**config.mk**
```make
export PLATFORM = sky130hd
export DESIGN_NAME = serial_line_unit_registers_core
export DESIGN_NICKNAME = d
export VERILOG_FILES = /design/src/hw/rtl/slu_pkg.sv /design/src/hw/rtl/slu_cfg.sv /design/src/hw/rtl/slu_exec.sv /design/src/hw/rtl/serial_line_unit_registers_core.sv
export SDC_FILE = /design/constraint.sdc
export NUM_CORES = 1
export LEC_CHECK = 0
export BUFFER_PORTS_ARGS = -buffer_cell sky130_fd_sc_hd__buf_4
export CORE_MARGIN = 5
export CORE_UTILIZATION = 50
export CTS_CLUSTER_SIZE = 24
export DETAILED_ROUTE_END_ITERATION = 12
export PLACE_DENSITY = 0.76
export SLEW_MARGIN = 10
export SYNTH_ARGS = -nofsm -noshare
export SYNTH_HDL_FRONTEND = slang
export SYNTH_HIERARCHICAL = 1
export SYNTH_SLANG_ARGS = --single-unit
```
**constraint.sdc**
```tcl
create_clock -name clk -period 5.5 [get_ports clk]
set_input_delay 1.375 -clock clk [delete_from_list [all_inputs] [get_ports clk]]
set_output_delay 1.375 -clock clk [all_outputs]
set_load 0.01 [all_outputs]
```
**src/hw/rtl/slu_pkg.sv**
```systemverilog
// ----------------------------------------------------------------------------
// slu_pkg
// Shared types and constants for the serial line unit register block.
// ----------------------------------------------------------------------------
package slu_pkg;

    localparam logic [15:0] CONSOLE_BASE = 16'o177560;
    localparam logic [15:0] LTC_OFFSET   = 16'o12;
    localparam logic [15:0] LTC_ADDR     = CONSOLE_BASE - LTC_OFFSET;
    localparam logic [7:0]  RX_DONE      = 8'o200;
    localparam logic [7:0]  RX_KEEP      = 8'h42;
    localparam logic [7:0]  TX_READY     = 8'o200;
    localparam logic [7:0]  TX_KEEP      = 8'h46;
    localparam logic [15:0] OFF_RX_DATA  = 16'd2;
    localparam logic [15:0] OFF_TX_STAT  = 16'd4;
    localparam logic [15:0] OFF_TX_DATA  = 16'd6;

    localparam int          PADDR_W      = 3;

    typedef enum logic [0:0] {
        REG_BASE_ADDRESS = 1'b0,
        REG_PORT_ENABLED = 1'b1
    } reg_idx_t;

    typedef enum logic [1:0] {
        CMD_READ  = 2'd0,
        CMD_WRITE = 2'd1,
        CMD_TICK  = 2'd2
    } cmd_t;

    typedef struct packed {
        logic [1:0]  command;
        logic [15:0] address;
        logic [15:0] write_data;
        logic        tx_can_accept;
        logic        rx_byte_valid;
        logic [7:0]  rx_byte;
    } item_t;

    typedef struct packed {
        logic [15:0] read_data;
        logic        hit;
        logic        address_error;
        logic        tx_strobe;
        logic [7:0]  tx_byte;
    } result_t;

    typedef struct packed {
        logic [15:0] base_address;
        logic        port_enabled;
    } cfg_t;

endpackage

```
**src/hw/rtl/slu_cfg.sv**
```systemverilog
// ----------------------------------------------------------------------------
// slu_cfg
// APB configuration registers: base address and port enable.
// ----------------------------------------------------------------------------
module slu_cfg
(
    input  logic                        clk,
    input  logic                        rst_n,
    input  logic                        psel,
    input  logic                        penable,
    input  logic                        pwrite,
    input  logic [slu_pkg::PADDR_W-1:0] paddr,
    input  logic [31:0]                 pwdata,
    output logic [31:0]                 prdata,
    output logic                        pready,
    output slu_pkg::cfg_t               cfg
);

    logic [15:0]       base_address_reg;
    logic              port_enabled_reg;
    logic              wr_en;
    slu_pkg::reg_idx_t idx;

    assign pready = 1'b1;
    assign wr_en  = psel && penable && pwrite;
    assign idx    = slu_pkg::reg_idx_t'(paddr[2]);

    always_ff @(posedge clk or negedge rst_n)
    begin
        if (!rst_n)
        begin
            base_address_reg <= slu_pkg::CONSOLE_BASE;
            port_enabled_reg <= 1'b1;
        end
        else if (wr_en)
        begin
            case (idx)
                slu_pkg::REG_BASE_ADDRESS: base_address_reg <= pwdata[15:0];
                slu_pkg::REG_PORT_ENABLED: port_enabled_reg <= pwdata[0];
                default: ;
            endcase
        end
    end

    always_comb
    begin
        case (idx)
            slu_pkg::REG_BASE_ADDRESS: prdata = {16'd0, base_address_reg};
            slu_pkg::REG_PORT_ENABLED: prdata = {31'd0, port_enabled_reg};
            default:                   prdata = 32'd0;
        endcase
    end

    assign cfg.base_address = base_address_reg;
    assign cfg.port_enabled = port_enabled_reg;

endmodule

```
**src/hw/rtl/slu_exec.sv**
```systemverilog
// ----------------------------------------------------------------------------
// slu_exec
// Status and buffer registers with the decode and update logic for one
// transaction.
// ----------------------------------------------------------------------------
module slu_exec
(
    input  logic             clk,
    input  logic             rst_n,
    input  logic             fire,
    input  slu_pkg::item_t   item,
    input  slu_pkg::cfg_t    cfg,
    output slu_pkg::result_t result
);

    logic [7:0]  rx_status_reg, rx_status_next;
    logic [7:0]  tx_status_reg, tx_status_next;
    logic [7:0]  rx_buffer_reg, rx_buffer_next;
    logic [15:0] a_rx_stat, a_rx_data, a_tx_stat, a_tx_data;
    logic        m_rx_stat, m_rx_data, m_tx_stat, m_tx_data, m_ltc, any_hit;

    assign a_rx_stat = cfg.base_address;
    assign a_rx_data = cfg.base_address + slu_pkg::OFF_RX_DATA;
    assign a_tx_stat = cfg.base_address + slu_pkg::OFF_TX_STAT;
    assign a_tx_data = cfg.base_address + slu_pkg::OFF_TX_DATA;

    assign m_rx_stat = (item.address == a_rx_stat);
    assign m_rx_data = (item.address == a_rx_data);
    assign m_tx_stat = (item.address == a_tx_stat);
    assign m_tx_data = (item.address == a_tx_data);
    assign m_ltc     = (cfg.base_address == slu_pkg::CONSOLE_BASE) &&
                       (item.address == slu_pkg::LTC_ADDR);
    assign any_hit   = m_rx_stat || m_rx_data || m_tx_stat || m_tx_data || m_ltc;

    always_comb
    begin
        rx_status_next = rx_status_reg;
        tx_status_next = tx_status_reg;
        rx_buffer_next = rx_buffer_reg;
        result         = '0;
        case (slu_pkg::cmd_t'(item.command))
            slu_pkg::CMD_READ:
            begin
                result.hit = any_hit;
                if (m_rx_stat)
                    result.read_data = {8'd0, rx_status_reg};
                else if (m_tx_stat)
                    result.read_data = {8'd0, tx_status_reg};
                else if (m_rx_data)
                begin
                    result.read_data = {8'd0, rx_buffer_reg};
                    rx_status_next   = rx_status_reg & slu_pkg::RX_KEEP;
                end
                else if (!m_tx_data)
                    result.address_error = 1'b1;
            end
            slu_pkg::CMD_WRITE:
            begin
                result.hit = any_hit;
                if (m_rx_stat)
                    rx_status_next = item.write_data[7:0] & slu_pkg::RX_KEEP;
                else if (m_tx_stat)
                    tx_status_next = item.write_data[7:0] & slu_pkg::TX_KEEP;
                else if (m_tx_data)
                begin
                    tx_status_next = tx_status_reg & slu_pkg::TX_KEEP;
                    if (cfg.port_enabled)
                    begin
                        result.tx_strobe = 1'b1;
                        result.tx_byte   = item.write_data[7:0];
                    end
                end
            end
            slu_pkg::CMD_TICK:
            begin
                if (cfg.port_enabled)
                begin
                    if (item.tx_can_accept)
                        tx_status_next = tx_status_reg | slu_pkg::TX_READY;
                    else
                        tx_status_next = tx_status_reg & ~slu_pkg::TX_READY;
                    if (item.rx_byte_valid && ((rx_status_reg & slu_pkg::RX_DONE) == 8'd0))
                    begin
                        rx_buffer_next = item.rx_byte;
                        rx_status_next = rx_status_reg | slu_pkg::RX_DONE;
                    end
                end
            end
            default: ;
        endcase
    end

    always_ff @(posedge clk or negedge rst_n)
    begin
        if (!rst_n)
        begin
            rx_status_reg <= 8'd0;
            tx_status_reg <= slu_pkg::TX_READY;
            rx_buffer_reg <= 8'd0;
        end
        else if (fire)
        begin
            rx_status_reg <= rx_status_next;
            tx_status_reg <= tx_status_next;
            rx_buffer_reg <= rx_buffer_next;
        end
    end

endmodule

```
**src/hw/rtl/serial_line_unit_registers_core.sv**
```systemverilog
// ----------------------------------------------------------------------------
// serial_line_unit_registers_core
// Datapath: an accepted transaction is held in the input register, then its
// result in the result register. Throughput: one transaction per cycle,
// set by the single execute stage, unless out_stall holds the result.
// Reset: rst_n clears pipeline valids; receive status and buffer to zero,
// transmit status to ready, base address to the console base, port enabled.
// ----------------------------------------------------------------------------
module serial_line_unit_registers_core
(
    input  logic                        clk,
    input  logic                        rst_n,
    input  logic                        in_valid,
    output logic                        in_stall,
    input  logic [1:0]                  command,
    input  logic [15:0]                 address,
    input  logic [15:0]                 write_data,
    input  logic                        tx_can_accept,
    input  logic                        rx_byte_valid,
    input  logic [7:0]                  rx_byte,
    output logic                        out_valid,
    input  logic                        out_stall,
    output logic [15:0]                 read_data,
    output logic                        hit,
    output logic                        address_error,
    output logic                        tx_strobe,
    output logic [7:0]                  tx_byte,
    input  logic                        psel,
    input  logic                        penable,
    input  logic                        pwrite,
    input  logic [slu_pkg::PADDR_W-1:0] paddr,
    input  logic [31:0]                 pwdata,
    output logic [31:0]                 prdata,
    output logic                        pready
);

    slu_pkg::cfg_t    cfg;
    slu_pkg::item_t   item_reg;
    slu_pkg::result_t res_comb, res_reg;
    logic             item_valid_reg;
    logic             out_valid_reg;
    logic             res_free, fire, take;

    slu_cfg u_cfg
    (
        .clk     (clk),
        .rst_n   (rst_n),
        .psel    (psel),
        .penable (penable),
        .pwrite  (pwrite),
        .paddr   (paddr),
        .pwdata  (pwdata),
        .prdata  (prdata),
        .pready  (pready),
        .cfg     (cfg)
    );

    slu_exec u_exec
    (
        .clk    (clk),
        .rst_n  (rst_n),
        .fire   (fire),
        .item   (item_reg),
        .cfg    (cfg),
        .result (res_comb)
    );

    assign res_free = !out_valid_reg || !out_stall;
    assign fire     = item_valid_reg && res_free;
    assign in_stall = item_valid_reg && !res_free;
    assign take     = in_valid && !in_stall;

    always_ff @(posedge clk or negedge rst_n)
    begin
        if (!rst_n)
        begin
            item_valid_reg <= 1'b0;
            out_valid_reg  <= 1'b0;
        end
        else
        begin
            if (take)
                item_valid_reg <= 1'b1;
            else if (fire)
                item_valid_reg <= 1'b0;
            if (fire)
                out_valid_reg <= 1'b1;
            else if (!out_stall)
                out_valid_reg <= 1'b0;
        end
    end

    always_ff @(posedge clk)
    begin
        if (take)
        begin
            item_reg.command       <= command;
            item_reg.address       <= address;
            item_reg.write_data    <= write_data;
            item_reg.tx_can_accept <= tx_can_accept;
            item_reg.rx_byte_valid <= rx_byte_valid;
            item_reg.rx_byte       <= rx_byte;
        end
        if (fire)
            res_reg <= res_comb;
    end

    assign out_valid     = out_valid_reg;
    assign read_data     = res_reg.read_data;
    assign hit           = res_reg.hit;
    assign address_error = res_reg.address_error;
    assign tx_strobe     = res_reg.tx_strobe;
    assign tx_byte       = res_reg.tx_byte;

endmodule
```
---- Word level (Yosys, flattened, before mapping) ----
Cells that the tools add are included.
word-level totals
  output and inout bits ................... 62
  logic and storage cells ................. 110
  register bits after elaboration ......... 106
  input bits .............................. 86
cells by class
  add/subtract/negate cells ............... 3
  reductions and logical operators ........ 37
  multiplexer cells ....................... 23
  bitwise operators ....................... 7
  equal/unequal tests ..................... 17
operator list
  kind                                                    count
  2-to-1 mux 8 bit                                        14
  == test 16 bit                                          4
  one-hot mux 32 bit (2 select lines)                     1
  adder 16 x 3 -> 16 bit (second input constant)          2
  == test 16 bit (second input constant)                  2
  one-hot mux 8 bit (3 select lines)                      1
  AND reduction 5 bit                                     4
  adder 16 x 2 -> 16 bit (second input constant)          1
  one-hot mux 8 bit (2 select lines)                      1
  2-to-1 mux 9 bit                                        1
  zero test 8 bit                                         1
  inequality test 2 x 1 -> 1 bit (second input constant)  4
  inequality test 2 bit (second input constant)           4
  AND reduction 8 bit                                     1
  nonzero test 2 bit                                      4
  OR reduction 4 bit                                      2
  logical AND 1 bit                                       7
  NOT 1 bit                                               7
  AND reduction 7 bit                                     1
  logical OR 1 bit                                        5
  2-to-1 mux 1 bit                                        5
  OR reduction 5 bit                                      1
  zero test 1 bit                                         4
  AND reduction 2 bit                                     2
  8 further kinds                                         8

---- Longest topological paths before layout ----
  depth after elaboration ................. 7
  depth in mapped cells ................... 9
  depth with buffers taken out ............ 9

---- By module ----
The synthesis kept the hierarchy.
modules (own cells, without submodules)
  module                           area an instance (um^2)  instances  cells each
  serial_line_unit_registers_core  2224.6                   1          79
  slu_exec                         2157.1                   1          272
  slu_cfg                          968.4                    1          74

---- Least setup slack after synthesis ----
No wires, ideal clock.
  path type ............................... in2reg
  from .................................... input out_stall
  to ...................................... register u_exec.rx_buffer_reg[0]
  stages .................................. 4
  path buffers ............................ 0
  data arrival time ....................... 4683 ps
  slack ................................... 692 ps
  setup time .............................. 125 ps
  cells stage by stage .................... a21boi_0 > nand2_1 > nor2_1 > mux2_2
on the way
  longest elaborated chain between the ends .. 4
RTL lines
  what                                  line                                   text
  start: declaration                    serial_line_unit_registers_core.sv:22  input logic out_stall,
  zero test 1 bit                       --
  logical OR 1 bit                      serial_line_unit_registers_core.sv:68  assign res_free = !out_valid_reg || !out_stall;
  logical AND 1 bit                     serial_line_unit_registers_core.sv:69  assign fire = item_valid_reg && res_free;
  AND reduction 4 bit (no source line)  --
  end signal: assignment                slu_exec.sv:105                        rx_buffer_reg <= rx_buffer_next;
  end: declaration                      slu_exec.sv:18                         logic [7:0] rx_buffer_reg, rx_buffer_next;
Every way passes these cells.
A chain may end at the register's enable or synchronous reset.

---- Worst setup path after layout ----
  from .................................... register u_cfg.base_address_reg[3]
  to ...................................... register u_exec.tx_status_reg[2]
on the way
  longest elaborated chain between the ends .. 5
  elaborated cells on any way between the ends .. 8
RTL lines
  what                                line             text
  start: declaration                  slu_cfg.sv:19    logic [15:0] base_address_reg;
  start signal: assignment            slu_cfg.sv:32    base_address_reg <= slu_pkg::CONSOLE_BASE;
  start signal: assignment            slu_cfg.sv:38    slu_pkg::REG_BASE_ADDRESS: base_address_reg <= pwdata[15:0];
  adder 16 x 3 -> 16 bit              slu_exec.sv:24   assign a_tx_stat = cfg.base_address + slu_pkg::OFF_TX_STAT;
  == test 16 bit                      slu_exec.sv:29   assign m_tx_stat = (item.address == a_tx_stat);
  2-to-1 mux 8 bit                    slu_exec.sv:62   else if (m_tx_stat)
  2-to-1 mux 8 bit                    slu_exec.sv:60   if (m_rx_stat)
  one-hot mux 8 bit (2 select lines)  slu_exec.sv:41   case (slu_pkg::cmd_t'(item.command))
  end signal: assignment              slu_exec.sv:98   tx_status_reg <= slu_pkg::TX_READY;
  end signal: assignment              slu_exec.sv:104  tx_status_reg <= tx_status_next;
  end: declaration                    slu_exec.sv:17   logic [7:0] tx_status_reg, tx_status_next;
Parallel ways exist; a longest one is shown, timed or not. The select of a mux whose other input is x is not followed.

==> impl_metrics.py <==
metrics = {
    "pwr": {
        "fin_total_pwr_mw": 1.93,
        "intPower_mw": 1.32,
        "p_clk_frac": 0.248,
        "power_frac_comb": 0.240,
        "seq_power_share": 0.512,
        "vdd_ir_drop_max_v": 0.000203,
        "switchingPower_mw": 0.612,
        "p_leak_nw": 2.52,
        "switching_share": 0.317,
        "p_per_area_nw_per_um2": 315,
    },
    "sta": {
        "setup_violations": 0,
        "drv_slew": 0,
        "fin_crit_sh": 0.673,
        "whs_ps": 486,
        "fin_tns_setup_ps": 0,
        "period_minus_slack_ps": 3700,
        "hold_viol_final": 0,
        "rsz0062_at_grt": "no",
        "fin_ws_ps": 1800,
        "max_freq_mhz": 270,
        "slew_headroom": 0.296,
        "finClkSkew_ps": 14.2,
        "worstMarginPinSlew_ps": 1050,
    },
    "floorplan": {
        "die_h_um": 111,
        "fp.dieW_um": 111,
        "core_area_um2": 10100,
        "die-area_um2": 12300,
        "rows": 37,
        "io_pins": 148,
        "start_util": 0.504,
    },
    "global_routing": {
        "grt_use_met1": 0.249,
        "first_global_vias": 3579,
        "met2_usage": 0.302,
        "grt_overflow": 0,
        "grtUsageMet3": 0.0333,
        "grt.busiest_layer": "met2",
        "grt_max_degree": 37,
        "groute.usage.overall": 0.184,
        "antenna_found_initial": 0,
        "grt_pass1_wl_um": 18200,
    },
    "setup_path": {
        "r2r_slack_ps": 1800,
        "cp.required_ps": 5760,
        "cpPeakStageDelay_ps": 690,
        "worst_path_max_delay_cell": "a2111oi_0",
        "cp-end-kind": "flip-flop",
        "criticalPathCategory": "reg2reg",
        "arrival_ps": 3960,
        "startpoint_type": "flip-flop",
        "reg2reg_depth": 7,
        "path_cells": "ha_1, nand3_1, or3_1, a2111oi_0, nand4_1, nor4_1, mux2_2",
        "cp.buffers_inverters": 0,
        "r2r-end": "u_exec/tx_status_reg[2]",
        "r2r_start": "u_cfg/base_address_reg[3]",
        "crit_family": "simple AND/OR/NAND/NOR gates",
        "cp_max_fo": 11,
    },
    "clock_tree": {
        "cts_buffers": 9,
        "cts_setup_buffers": 0,
        "clkTransAtPathRegs_ps": 100,
        "clkSinkCount": 97,
        "h-tree-depth": 3,
        "clk_latency_ps": 370,
        "clk_path_buf_depth": 2,
        "ctsHoldBuffers": 0,
        "cts-root-buf": "clkbuf_8",
        "cts-resized-gates": 0,
        "cts_tree": "yes",
    },
    "hold_path": {
        "hold_end": "u_exec/rx_buffer_reg[6]",
        "min_path_type": "reg2reg",
        "min_from": "item_reg[6]",
        "hold_depth": 1,
    },
    "yosys": {
        "synth_area_um2": 5110,
        "yosys_warnings": 6,
        "synth_cells": 417,
        "postSynthAreaPerCell_um2": 12.3,
    },
    "status": {
        "run_status": "finished, final reports clean",
    },
    "route": {
        "via_per_inst": 5.43,
        "drt_iter0_drc": 351,
        "drc": 0,
        "finalWirelength_um": 11400,
        "vias": 3597,
        "routedWlPerCell_um": 17.2,
        "ant_nets": 0,
        "drtPass1Iterations": 5,
    },
    "layout": {
        "nFillCells": 818,
        "final_layout_size_suffix_gt1_frac": 0.335,
        "largest_reg_flops": 36,
        "num_antenna_cells": 0,
        "finalNetCount": 617,
        "area_growth_pct": 19.9,
    },
    "place": {
        "hpwlAfterDp_um": 8450,
        "io_buffers": 104,
        "gp_congestion": 0.893,
        "pre_cts_slack_ps": 1920,
    },
    "run": {
        "cap_violations": 0,
    },
}
-- per-layer routing --
| metal | routed length (um) | up-vias |
|---|---|---|
| li1 | - | 1694 |
| met1 | 4930 | 1719 |
| met2 | 5430 | 166 |
| met3 | 827 | 18 |
| met4 | 195 | 0 |
| met5 | 0 | - |
-- power groups by stage --
stage	clock network, mW	registers (mW)	logic (mW)
after detailed placement	0	1.00	0.457
after global routing	0.526	1.00	0.505
after CTS	0.494	0.989	0.458
after floorplan	0	0.958	0.332
after global placement	0	0.999	0.453
final	0.478	0.989	0.463
-- worst max-delay path by stage --
stage / startpoint / end / slack [ps] / cells past startpoint
2_1_floorplan: out_stall / u_exec/rx_buffer_reg[0] / 690 / 4
3_3_place_gp: u_cfg/base_address_reg[3] / u_exec/tx_status_reg[1] / 1860 / 7
3_5_place_dp: u_cfg/base_address_reg[10] / u_exec/tx_status_reg[2] / 1920 / 7
4_1_cts: u_cfg/base_address_reg[3] / u_exec/tx_status_reg[2] / 1880 / 7
5_1_grt: u_cfg/base_address_reg[3] / u_exec/tx_status_reg[2] / 1620 / 8
6_report: u_cfg/base_address_reg[3] / u_exec/tx_status_reg[2] / 1800 / 7
-- area by class of cell --
class / count / area (um2) / area share
inverters: 12 / 45.0 / 0.00735
multi-input cells: 297 / 2170 / 0.353
repair buffers: 104 / 781 / 0.127
clock buffers: 9 / 124 / 0.0202
well taps: 136 / 170 / 0.0278
clock inverters: 7 / 83.8 / 0.0137
flip-flops and latches: 97 / 2760 / 0.450
-- through the flow --
| stage | cell area [um2] | instances | utilization |
|---|---|---|---|
| global placement | 5920 | 646 | 0.584 |
| global route | 6130 | 662 | 0.604 |
| floorplan | 5190 | 439 | - |
| detailed placement | 5920 | 646 | 0.584 |
| finish | 6130 | 662 | 0.604 |
| CTS | 6130 | 662 | 0.604 |
-- placed cells by master, fill, tap and decap left out, types with 3 or more instances in the layout --
cell	n
and3_1	5
nor2b_1	13
conb_1	25
mux2_4	11
xnor2_1	11
and2_1	13
buf_4	104
dfrtp_1	21
nand3b_1	3
nand3_1	10
clkbuf_8	9
a21oi_1	8
dfstp_2	13
edfxtp_1	63
nor3_1	10
a221o_1	3
inv_1	12
mux2_2	19
nand2b_1	6
xor2_1	20
nand4_1	18
ha_1	10
nor4_1	8
nand2_1	22
inv_6	3
and2b_1	5
nor2_1	20
o21ai_0	12
No activity file was read; power rests on OpenSTA's default activity.
